--- src/rtl/egcd_pkg.sv ---
`timescale 1ns / 1ps
`default_nettype none
// ----------------------------------------------------------------------------
// Extended GCD package
// Shared types and widths for the extended Euclidean core.
// ----------------------------------------------------------------------------
package egcd_pkg;

    localparam int DW = 33;
    localparam int CW = 34;
    localparam int CNTW = 6;

    typedef enum logic [2:0] {
        ST_IDLE,
        ST_START,
        ST_DIV,
        ST_MUL,
        ST_UPD,
        ST_FIN,
        ST_INV,
        ST_DONE
    } t_state;

endpackage
`default_nettype wire

--- src/rtl/extended_gcd_mod_inverse_core.sv ---
`timescale 1ns / 1ps
`default_nettype none
// ----------------------------------------------------------------------------
// Extended GCD and modular inverse core
// Iterative extended Euclid with a bit-serial divider and shift-add multiplier.
// ----------------------------------------------------------------------------
// Each Euclid step sets up the divider, runs its 33-step shift-subtract, then the
// shift-add multiplier one quotient bit at a time, then the update; when an inverse
// exists, a final reduction through the divider follows.
// One word is processed at a time; busy is high throughout. Results appear for
// one cycle on o_done and cannot be stalled. Reset returns the sequencer to idle.
module extended_gcd_mod_inverse_core #(
    parameter int WIDTH = 32
) (
    input  wire logic        i_clk,
    input  wire logic        i_rst_n,
    input  wire logic        start,
    output logic             busy,
    input  wire logic [31:0] i_operand_a,
    input  wire logic [31:0] i_operand_b,
    output logic             o_done,
    output logic [30:0]      o_gcd_value,
    output logic [31:0]      o_coef_x,
    output logic [31:0]      o_coef_y,
    output logic [30:0]      o_inverse,
    output logic             o_inverse_valid
);
    import egcd_pkg::*;

    localparam int   IW  = (WIDTH < 32) ? WIDTH : 32;
    localparam logic SGN = (WIDTH <= 32);

    t_state r_state, n_state;

    logic signed [DW-1:0] r_a, r_b, r_m;
    logic signed [CW-1:0] r_x, r_y, r_x1, r_y1;
    logic [CW-1:0]        r_px, r_py, r_mx, r_my;
    logic [DW-1:0]        r_q, r_dd, r_dv, r_rem;
    logic [CNTW-1:0]      r_cnt;
    logic                 r_qneg;
    logic                 r_xneg;
    logic [30:0]          r_gcd, r_inv;
    logic [31:0]          r_cx, r_cy;
    logic                 r_valid;

    logic signed [DW-1:0] ext_a, ext_b, mag_a, mag_b, nb;
    logic [DW:0]          rem_sh;
    logic                 ge;
    logic signed [CW-1:0] fx, fy, mag_fx;
    logic                 fneg;

    assign ext_a  = {{(DW-IW){SGN & i_operand_a[IW-1]}}, i_operand_a[IW-1:0]};
    assign ext_b  = {{(DW-IW){SGN & i_operand_b[IW-1]}}, i_operand_b[IW-1:0]};
    assign mag_a  = r_a[DW-1] ? -r_a : r_a;
    assign mag_b  = r_b[DW-1] ? -r_b : r_b;
    assign rem_sh = {r_rem, r_dd[DW-1]};
    assign ge     = rem_sh >= {1'b0, r_dv};
    assign nb     = r_a[DW-1] ? -$signed(r_rem) : $signed(r_rem);
    assign fneg   = (r_a == '0) || r_a[DW-1];
    assign fx     = fneg ? -r_x : r_x;
    assign fy     = fneg ? -r_y : r_y;
    assign mag_fx = fx[CW-1] ? -fx : fx;

    always_comb begin
        n_state = r_state;
        unique case (r_state)
            ST_IDLE:  if (start) n_state = ST_START;
            ST_START: n_state = (r_b == '0) ? ST_FIN : ST_DIV;
            ST_DIV:   if (r_cnt == CNTW'(DW - 1)) n_state = r_valid ? ST_INV : ST_MUL;
            ST_MUL:   if (r_q == '0) n_state = ST_UPD;
            ST_UPD:   n_state = ST_START;
            ST_FIN:   n_state = ((r_m > 0) && (mag_a == DW'(1))) ? ST_DIV : ST_DONE;
            ST_INV:   n_state = ST_DONE;
            ST_DONE:  n_state = ST_IDLE;
            default:  n_state = ST_IDLE;
        endcase
    end

    always_comb begin
        busy   = (r_state != ST_IDLE);
        o_done = (r_state == ST_DONE);
    end

    always_ff @(posedge i_clk) begin
        if (!i_rst_n) begin
            r_state <= ST_IDLE;
            r_valid <= 1'b0;
        end else begin
            r_state <= n_state;
            unique case (r_state)
                ST_IDLE: begin
                    if (start) begin
                        r_a     <= ext_a;
                        r_b     <= ext_b;
                        r_m     <= ext_b;
                        r_x     <= CW'(1);
                        r_y     <= '0;
                        r_x1    <= '0;
                        r_y1    <= CW'(1);
                        r_valid <= 1'b0;
                    end
                end
                ST_START: begin
                    r_dd   <= mag_a;
                    r_dv   <= mag_b;
                    r_rem  <= '0;
                    r_q    <= '0;
                    r_cnt  <= '0;
                    r_qneg <= r_a[DW-1] ^ r_b[DW-1];
                end
                ST_DIV: begin
                    r_rem <= ge ? DW'(rem_sh - {1'b0, r_dv}) : DW'(rem_sh);
                    r_q   <= {r_q[DW-2:0], ge};
                    r_dd  <= {r_dd[DW-2:0], 1'b0};
                    r_cnt <= r_cnt + CNTW'(1);
                    r_px  <= '0;
                    r_py  <= '0;
                    r_mx  <= r_x1;
                    r_my  <= r_y1;
                end
                ST_MUL: begin
                    if (r_q[0]) begin
                        r_px <= r_px + r_mx;
                        r_py <= r_py + r_my;
                    end
                    r_mx <= {r_mx[CW-2:0], 1'b0};
                    r_my <= {r_my[CW-2:0], 1'b0};
                    r_q  <= {1'b0, r_q[DW-1:1]};
                end
                ST_UPD: begin
                    r_x  <= r_x1;
                    r_y  <= r_y1;
                    r_x1 <= r_qneg ? r_x + $signed(r_px) : r_x - $signed(r_px);
                    r_y1 <= r_qneg ? r_y + $signed(r_py) : r_y - $signed(r_py);
                    r_a  <= r_b;
                    r_b  <= nb;
                end
                ST_FIN: begin
                    r_gcd   <= mag_a[30:0];
                    r_cx    <= fx[31:0];
                    r_cy    <= fy[31:0];
                    r_inv   <= '0;
                    r_xneg  <= fx[CW-1];
                    r_valid <= (r_m > 0) && (mag_a == DW'(1));
                    r_dd    <= mag_fx[DW-1:0];
                    r_dv    <= r_m;
                    r_rem   <= '0;
                    r_cnt   <= '0;
                end
                ST_INV: begin
                    r_inv <= (r_xneg && (r_rem != '0)) ? 31'(r_dv - r_rem) : r_rem[30:0];
                end
                ST_DONE: begin
                end
                default: begin
                end
            endcase
        end
    end

    assign o_gcd_value     = r_gcd;
    assign o_coef_x        = r_cx;
    assign o_coef_y        = r_cy;
    assign o_inverse       = r_inv;
    assign o_inverse_valid = r_valid;

    a_busy_after_start: assert property (@(posedge i_clk) disable iff (!i_rst_n)
        (start && !busy) |=> busy)
        else $error("start not taken");
    a_idle_after_done: assert property (@(posedge i_clk) disable iff (!i_rst_n)
        o_done |=> !busy)
        else $error("core busy after result");
    a_inv_zero: assert property (@(posedge i_clk) disable iff (!i_rst_n)
        (o_done && !o_inverse_valid) |-> (o_inverse == '0))
        else $error("inverse not cleared");
    a_valid_gcd: assert property (@(posedge i_clk) disable iff (!i_rst_n)
        (o_done && o_inverse_valid) |-> (o_gcd_value == 31'd1))
        else $error("inverse valid without unit gcd");

endmodule
`default_nettype wire

--- config.mk ---
export PLATFORM = sky130hd
export DESIGN_NAME = extended_gcd_mod_inverse_core
export DESIGN_NICKNAME = d
export VERILOG_FILES = /design/src/rtl/egcd_pkg.sv /design/src/rtl/extended_gcd_mod_inverse_core.sv
export SDC_FILE = /design/constraint.sdc
export NUM_CORES = 2
export LEC_CHECK = 0
export BUFFER_PORTS_ARGS = -buffer_cell sky130_fd_sc_hd__buf_2
export CAP_MARGIN = 25
export CORE_MARGIN = 2
export CORE_UTILIZATION = 40
export DETAILED_ROUTE_END_ITERATION = 12
export HOLD_SLACK_MARGIN = 0.02
export PLACE_DENSITY = 0.59
export SLEW_MARGIN = 10
export SYNTH_ARGS = -nofsm -noshare
export SYNTH_HDL_FRONTEND = slang
export SYNTH_SLANG_ARGS = --single-unit
--- constraint.sdc ---
create_clock -name i_clk -period 14.6 [get_ports i_clk]
set_input_delay 1.46 -clock i_clk [delete_from_list [all_inputs] [get_ports i_clk]]
set_output_delay 1.46 -clock i_clk [all_outputs]
set_load 0.05 [all_outputs]
== After elaboration in Yosys (flattened, before gate mapping) ==
Index checks and enable logic that the tools add are counted.

* Flip-flop bits (word level): 640
* Bits of input ports: 67
* Output and inout port bits: 129
* Word-level logic and storage cells: 127

* Add/sub/neg operators: 15
* Order comparisons: 2
* Eq/ne operators: 13
* Muxes and demuxes: 41
* Bitwise operators: 1
* Reduce and logical (&&, ||, !) cells: 31

{| class="wikitable"
|+ Operators by type and width
! operator !! count
|-
| case mux 34 bit (2 select lines) || 8
|-
| case mux 33 bit (2 select lines) || 4
|-
| two-way mux 34 bit || 7
|-
| two-way mux 33 bit || 7
|-
| case mux 33 bit (3 select lines) || 2
|-
| adder 34 bit || 4
|-
| negator 33 bit || 4
|-
| logical NOT 33 bit || 3
|-
| subtractor 34 bit || 2
|-
| case mux 31 bit (2 select lines) || 1
|-
| >= comparator 34 x 33 -> 1 bit || 1
|-
| negator 34 bit || 1
|-
| == test 33 x 2 -> 1 bit, second input constant || 1
|-
| nonzero test 33 bit || 1
|-
| subtractor 33 bit || 1
|-
| greater-than comparator 32 x 1 -> 1 bit, second input constant || 1
|-
| two-way mux 32 bit || 1
|-
| negator 32 bit || 1
|-
| two-way mux 31 bit || 1
|-
| subtractor 31 bit || 1
|-
| case mux 3 bit (8 select lines) || 1
|-
| two-way mux 3 bit || 6
|-
| AND reduction 2 bit || 9
|-
| == test 3 bit, second input constant || 4
|-
| 16 further kinds || 31
|}

== Depth between registers and ports, before layout ==
* Depth after elaboration: 6
* Mapped depth: 19
* Gate-level depth less buffers: 19

== Worst setup path after synthesis ==
No wires, ideal clock.

* Kind: input to register
* From: in start
* To: reg r_a[0], enable pin
* Setup time: 823 ps
* Data arrival time: 11117 ps
* Required time: 13777 ps
* Setup slack: 2661 ps
* Stages on the path: 2
* Buffers on the path: 0
* Cell sequence: nand3b_1 a21oi_1

* Word-level cells in the longest chain between the ends: 2

{| class="wikitable"
|+ RTL lines
! item !! RTL line !! source
|-
| start, declared || extended_gcd_mod_inverse_core.sv:17 || <nowiki>input wire logic start,</nowiki>
|-
| inequality test 2 bit (no line) || -- ||
|-
| AND reduction 3 bit (no line) || -- ||
|-
| end signal, assigned || extended_gcd_mod_inverse_core.sv:93 || <nowiki>r_a <= ext_a;</nowiki>
|-
| end signal, assigned || extended_gcd_mod_inverse_core.sv:135 || <nowiki>r_a <= r_b;</nowiki>
|-
| end, declared || extended_gcd_mod_inverse_core.sv:35 || <nowiki>logic signed [DW-1:0] r_a, r_b, r_m;</nowiki>
|}

Every way passes these cells.
A chain may end at the register's enable or synchronous reset.

== Worst setup path in the final report ==
* From: reg r_py[1]
* To: reg r_y1[29], data pin

* Word-level cells in the longest chain between the ends: 3
* Elaborated cells between the ends (all ways): 4
* Classes of those cells: add/sub (2); mux (2)

{| class="wikitable"
|+ RTL lines
! item !! RTL line !! source
|-
| start, declared || extended_gcd_mod_inverse_core.sv:37 || <nowiki>logic [CW-1:0] r_px, r_py, r_mx, r_my;</nowiki>
|-
| start signal, assigned || extended_gcd_mod_inverse_core.sv:124 || <nowiki>r_py <= r_py + r_my;</nowiki>
|-
| subtractor 34 bit or adder 34 bit (tied branches) || extended_gcd_mod_inverse_core.sv:134 || <nowiki>r_y1 <= r_qneg ? r_y + $signed(r_py) : r_y - $signed(r_py);</nowiki>
|-
| two-way mux 34 bit * || extended_gcd_mod_inverse_core.sv:134 ||
|-
| case mux 34 bit (2 select lines) * || extended_gcd_mod_inverse_core.sv:90 || <nowiki>unique case (r_state)</nowiki>
|-
| end signal, assigned || extended_gcd_mod_inverse_core.sv:134 ||
|-
| end, declared || extended_gcd_mod_inverse_core.sv:36 || <nowiki>logic signed [CW-1:0] r_x, r_y, r_x1, r_y1;</nowiki>
|}

Every way passes the cells marked *; elsewhere a longest branch is shown, timed or not.

==> summary.md <==
| Metric | Value |
|---|---|
| Layout cells sized above 1 | `10.1%` |
| Post-CTS setup buffer count | `0` |
| Pre-CTS WS | `just over 9 ns` |
| P_sw | `2.62 mW` |
| CTS root buf | `clkbuf_16` |
| Maximum clock frequency | `0.189 GHz` |
| CTS clk-pin slew, worst paths | `about 0.060 ns` |
| Arr. time, crit path | `5.68 ns` |
| Period utilisation layout | `36.2%` |
| Worst vdd rail ir drop | `98.3 uV` |
| CTS resizes | `0` |
| Measured slew at the worst slew-check pin | `1.01 ns` |
| Max-Cap Viols | `0` |
| Avg WL per Cell | `20.6 um` |
| Sequential-to-total area share from yosys stat | `a little under half` |
| Pwr dens | `159 nW/um^2` |
| Final TNS setup | `0 ns` |
| Post-synth top area cell | `edfxtp_1` |
| Met1 Routed Length | `slightly above 50000 um` |
| Met3 WL | `6320 um` |
| Final HPWL DP | `82000 um` |
| IO Count | `196` |
| Post-cts hold buffer count | `0` |
| Synth Register Bits | `632` |
| DR WL met2 | `52000 um` |
| Post-synth top flop | `edfxtp_1` |
| Worst R2R Start | `r_py[1]$_SDFFCE_PN0P_` |
| Element type at the critical path end | `flop` |
| Sequential Power Share | `37.2%` |
| Yosys Warn Count | `0` |
| I/O Buffers | `195` |
| Die Y | `319 um` |
| Worst Path Required | `14.99 ns` |
| Count leader, synth | `edfxtp_1` |
| Placed Area | `42000 um^2` |
| LEAKAGE | `17.4 nW` |
| Netlist Area Pre-Place | `39600 um^2` |
| Final setup violation count | `0` |
| Fin crit period | `approximately 5.3 ns` |
| Outcome | `finished clean` |
| Initial core utilization | `40.3%` |
| First-pass GRT wire length | `175000 um` |
| Final instance area | `44400 um^2` |
| Clock Sink Count | `approximately 630` |
| GR Util All Layers | `21.9%` |
| Sw Share | `37.1%` |
| Clk_skew | `0.0204 ns` |
| Mean Syn Cell Area | `9.87 um^2` |
| Via count | `31100` |
| Layout filler cell count | `approximately 9400` |
| Core Region | `98300 um^2` |
| Worst Hold Class | `flop to flop` |
| Gate power share | `approximately 37%` |
| Die Wd | `roughly 320 um` |
| Mapped Cells | `4015` |
| Post-route setup slack | `slightly above 9 ns` |
| Top cells by instance count after synthesis | `edfxtp_1, nand2_1, nor2_1` |
| Internal Power | `approximately 4.4 mW` |
| Setup CP Type | `flop to flop` |
| RePlAce Congestion | `about 0.9` |
| Max layer used | `met5` |
| DRC errors left | `0` |
| Post-synthesis cell type count | `94` |
| Drt pass-1 iters | `6` |
| Max_slew headroom | `a little under a third` |
| Clk_lat worst skew | `0.64 ns` |
| Fin. Hold Viols | `0` |
| Post-synthesis net count | `between 4000 and 5000` |
| Startpoint types | `flop` |
| Antenna-violating nets left | `0` |
| Vias/cell | `5.63` |
| Asr flop ratio synth | `0%` |
| DRT iter0 DRCs | `2982` |
| Max clock buf depth | `3` |
| Die area | `102000 um^2` |
| Leading post-synthesis cells by cell area | `edfxtp_1, ha_1, nand2_1` |
| CP Max Fanout | `6` |
| Share of the synthesized area in the top cell type | `47.6%` |
| Post-synth EDFFs | `628` |
| Setup crit start | `r_py[1]$_SDFFCE_PN0P_` |
| Clock power frac | `between 20% and 30%` |
| Min Hold Slack | `0.533 ns` |
| H-tree depth reported by CTS | `3` |
| Area delta synth->final | `12.1%` |
| RSZ-0062 raised after global routing | `false` |
| Cts bufs inserted | `74` |
| Initial antenna violation count | `7` |
| Final Max Tran Viols | `0` |
| Nets | `4449` |
| Largest net degree at the start of global routing | `80` |
| Global route overflow | `0` |
| Hold path start | `r_dd[14]$_DFFE_PP_` |
| Vias in the first global route | `29300` |
| WL final | `113000 um` |
| CTS tree | `done` |
| Row count | `approximately 120` |
power groups by stage:
stage               sequential [mW]  clock (mW)  combinational (mW)
floorplan                      2.60           0                1.96
global placement               2.66           0                2.54
detailed placement             2.67           0                2.55
CTS                            2.63        1.89                2.57
global route                   2.66        1.96                2.89
finish                         2.63        1.85                2.59
final timing paths:
kind | slack (ns) | cells past startpoint | end
max | 9.32 | 18 | r_y1[29]$_SDFFCE_PN0P_
min | 0.53 | 2 | r_dd[15]$_DFFE_PP_
max reg2reg | 9.32 | 18 | r_y1[29]$_SDFFCE_PN0P_
min reg2reg | 0.53 | 2 | r_dd[15]$_DFFE_PP_
metal layers:
layer | vias up | global-route usage [%]
met3 | 169 | 2.74
met4 | 6 | 7.19
met5 | - | 0
met1 | 15000 | 30.8
li1 | 15000 | -
met2 | 898 | 34.9
stage by stage:
step	utilization, %	power, mW	std cells
finish	45.2	7.07	5520
global route	45.2	7.51	5516
CTS	45.1	7.09	5513
detailed placement	42.7	5.22	5382
global placement	42.7	5.21	5380
floorplan	-	4.56	4015
cell usage in the layout (no fill, tap or decap), drive strengths merged, types with 14 or more instances in the layout:
cell type,count
o31ai,38
and3,103
a211oi,29
o221ai,14
o41ai,21
nand3,58
nor3,74
or3,45
inv,176
nor4,51
a31oi,50
o21bai,21
o21ai,251
a21oi,252
and2,21
buf,240
nand4,22
nand2b,52
xor2,169
clkinv,32
nor2,349
or2,16
xnor2,213
nand2,591
clkbuf,86
nor3b,23
mux2i,44
ha,202
a22oi,20
nor2b,28
edfxtp,628
or4,32
o21a,24
a21o,91
worst max-delay path, cell delays in order, from the launching register on:
cell	delay, ns
edfxtp_1	0.43
inv_1	0.13
ha_1	0.17
nand2b_1	0.08
or4_1	0.44
nor2_1	0.29
a21oi_1	0.13
xor2_1	0.18
ha_1	0.36
a21o_1	0.19
a21o_1	0.20
a2111oi_0	0.59
o21ai_0	0.14
o21ai_0	0.64
o32ai_1	0.26
o21ai_0	0.40
o21bai_1	0.12
xor2_1	0.14
and2_1	0.15
cell type report:
type / instances / area [um^2] / area share [%]
diodes: 4 / 10.0 / 0.0225
clock buffers: 86 / 1920 / 4.32
clock inverters: 45 / 427 / 0.960
inverters: 172 / 648 / 1.46
multi-input cells: 3054 / 19500 / 43.9
flip-flops and latches: 632 / 18900 / 42.6
well taps: 1287 / 1610 / 3.62
repair buffers: 240 / 1390 / 3.12
cell families (layout without fill, tap and decap cells):
logic type                 count (synthesis)  after routing  synth area share, %
buffers and inverters                    329            543                 3.38
AOI/OAI and AO/OA                        922            922                 14.7
xor gates and xnor gates                 382            382                 8.46
DFF                                      632            632                 47.8
muxes                                     50             50                 1.28
and+or+nand+nor                         1492           1492                 17.7
other                                      0              4                    0
adders and majority gates                208            208                 6.68
sequential cells by signal (all words and copies together) (netlist names), 3 cells and up:
signal	cells
o_coef_x	32
o_inverse	31
r_y1	32
r_y	32
o_gcd_value	31
r_b	33
r_q	33
r_x	34
r_py	32
r_rem	33
r_x1	34
r_m	32
r_px	34
o_coef_y	32
r_a	33
r_dv	33
r_cnt	6
r_my	32
r_dd	33
r_state	3
r_mx	34
Power figures use the tool's default switching activity.
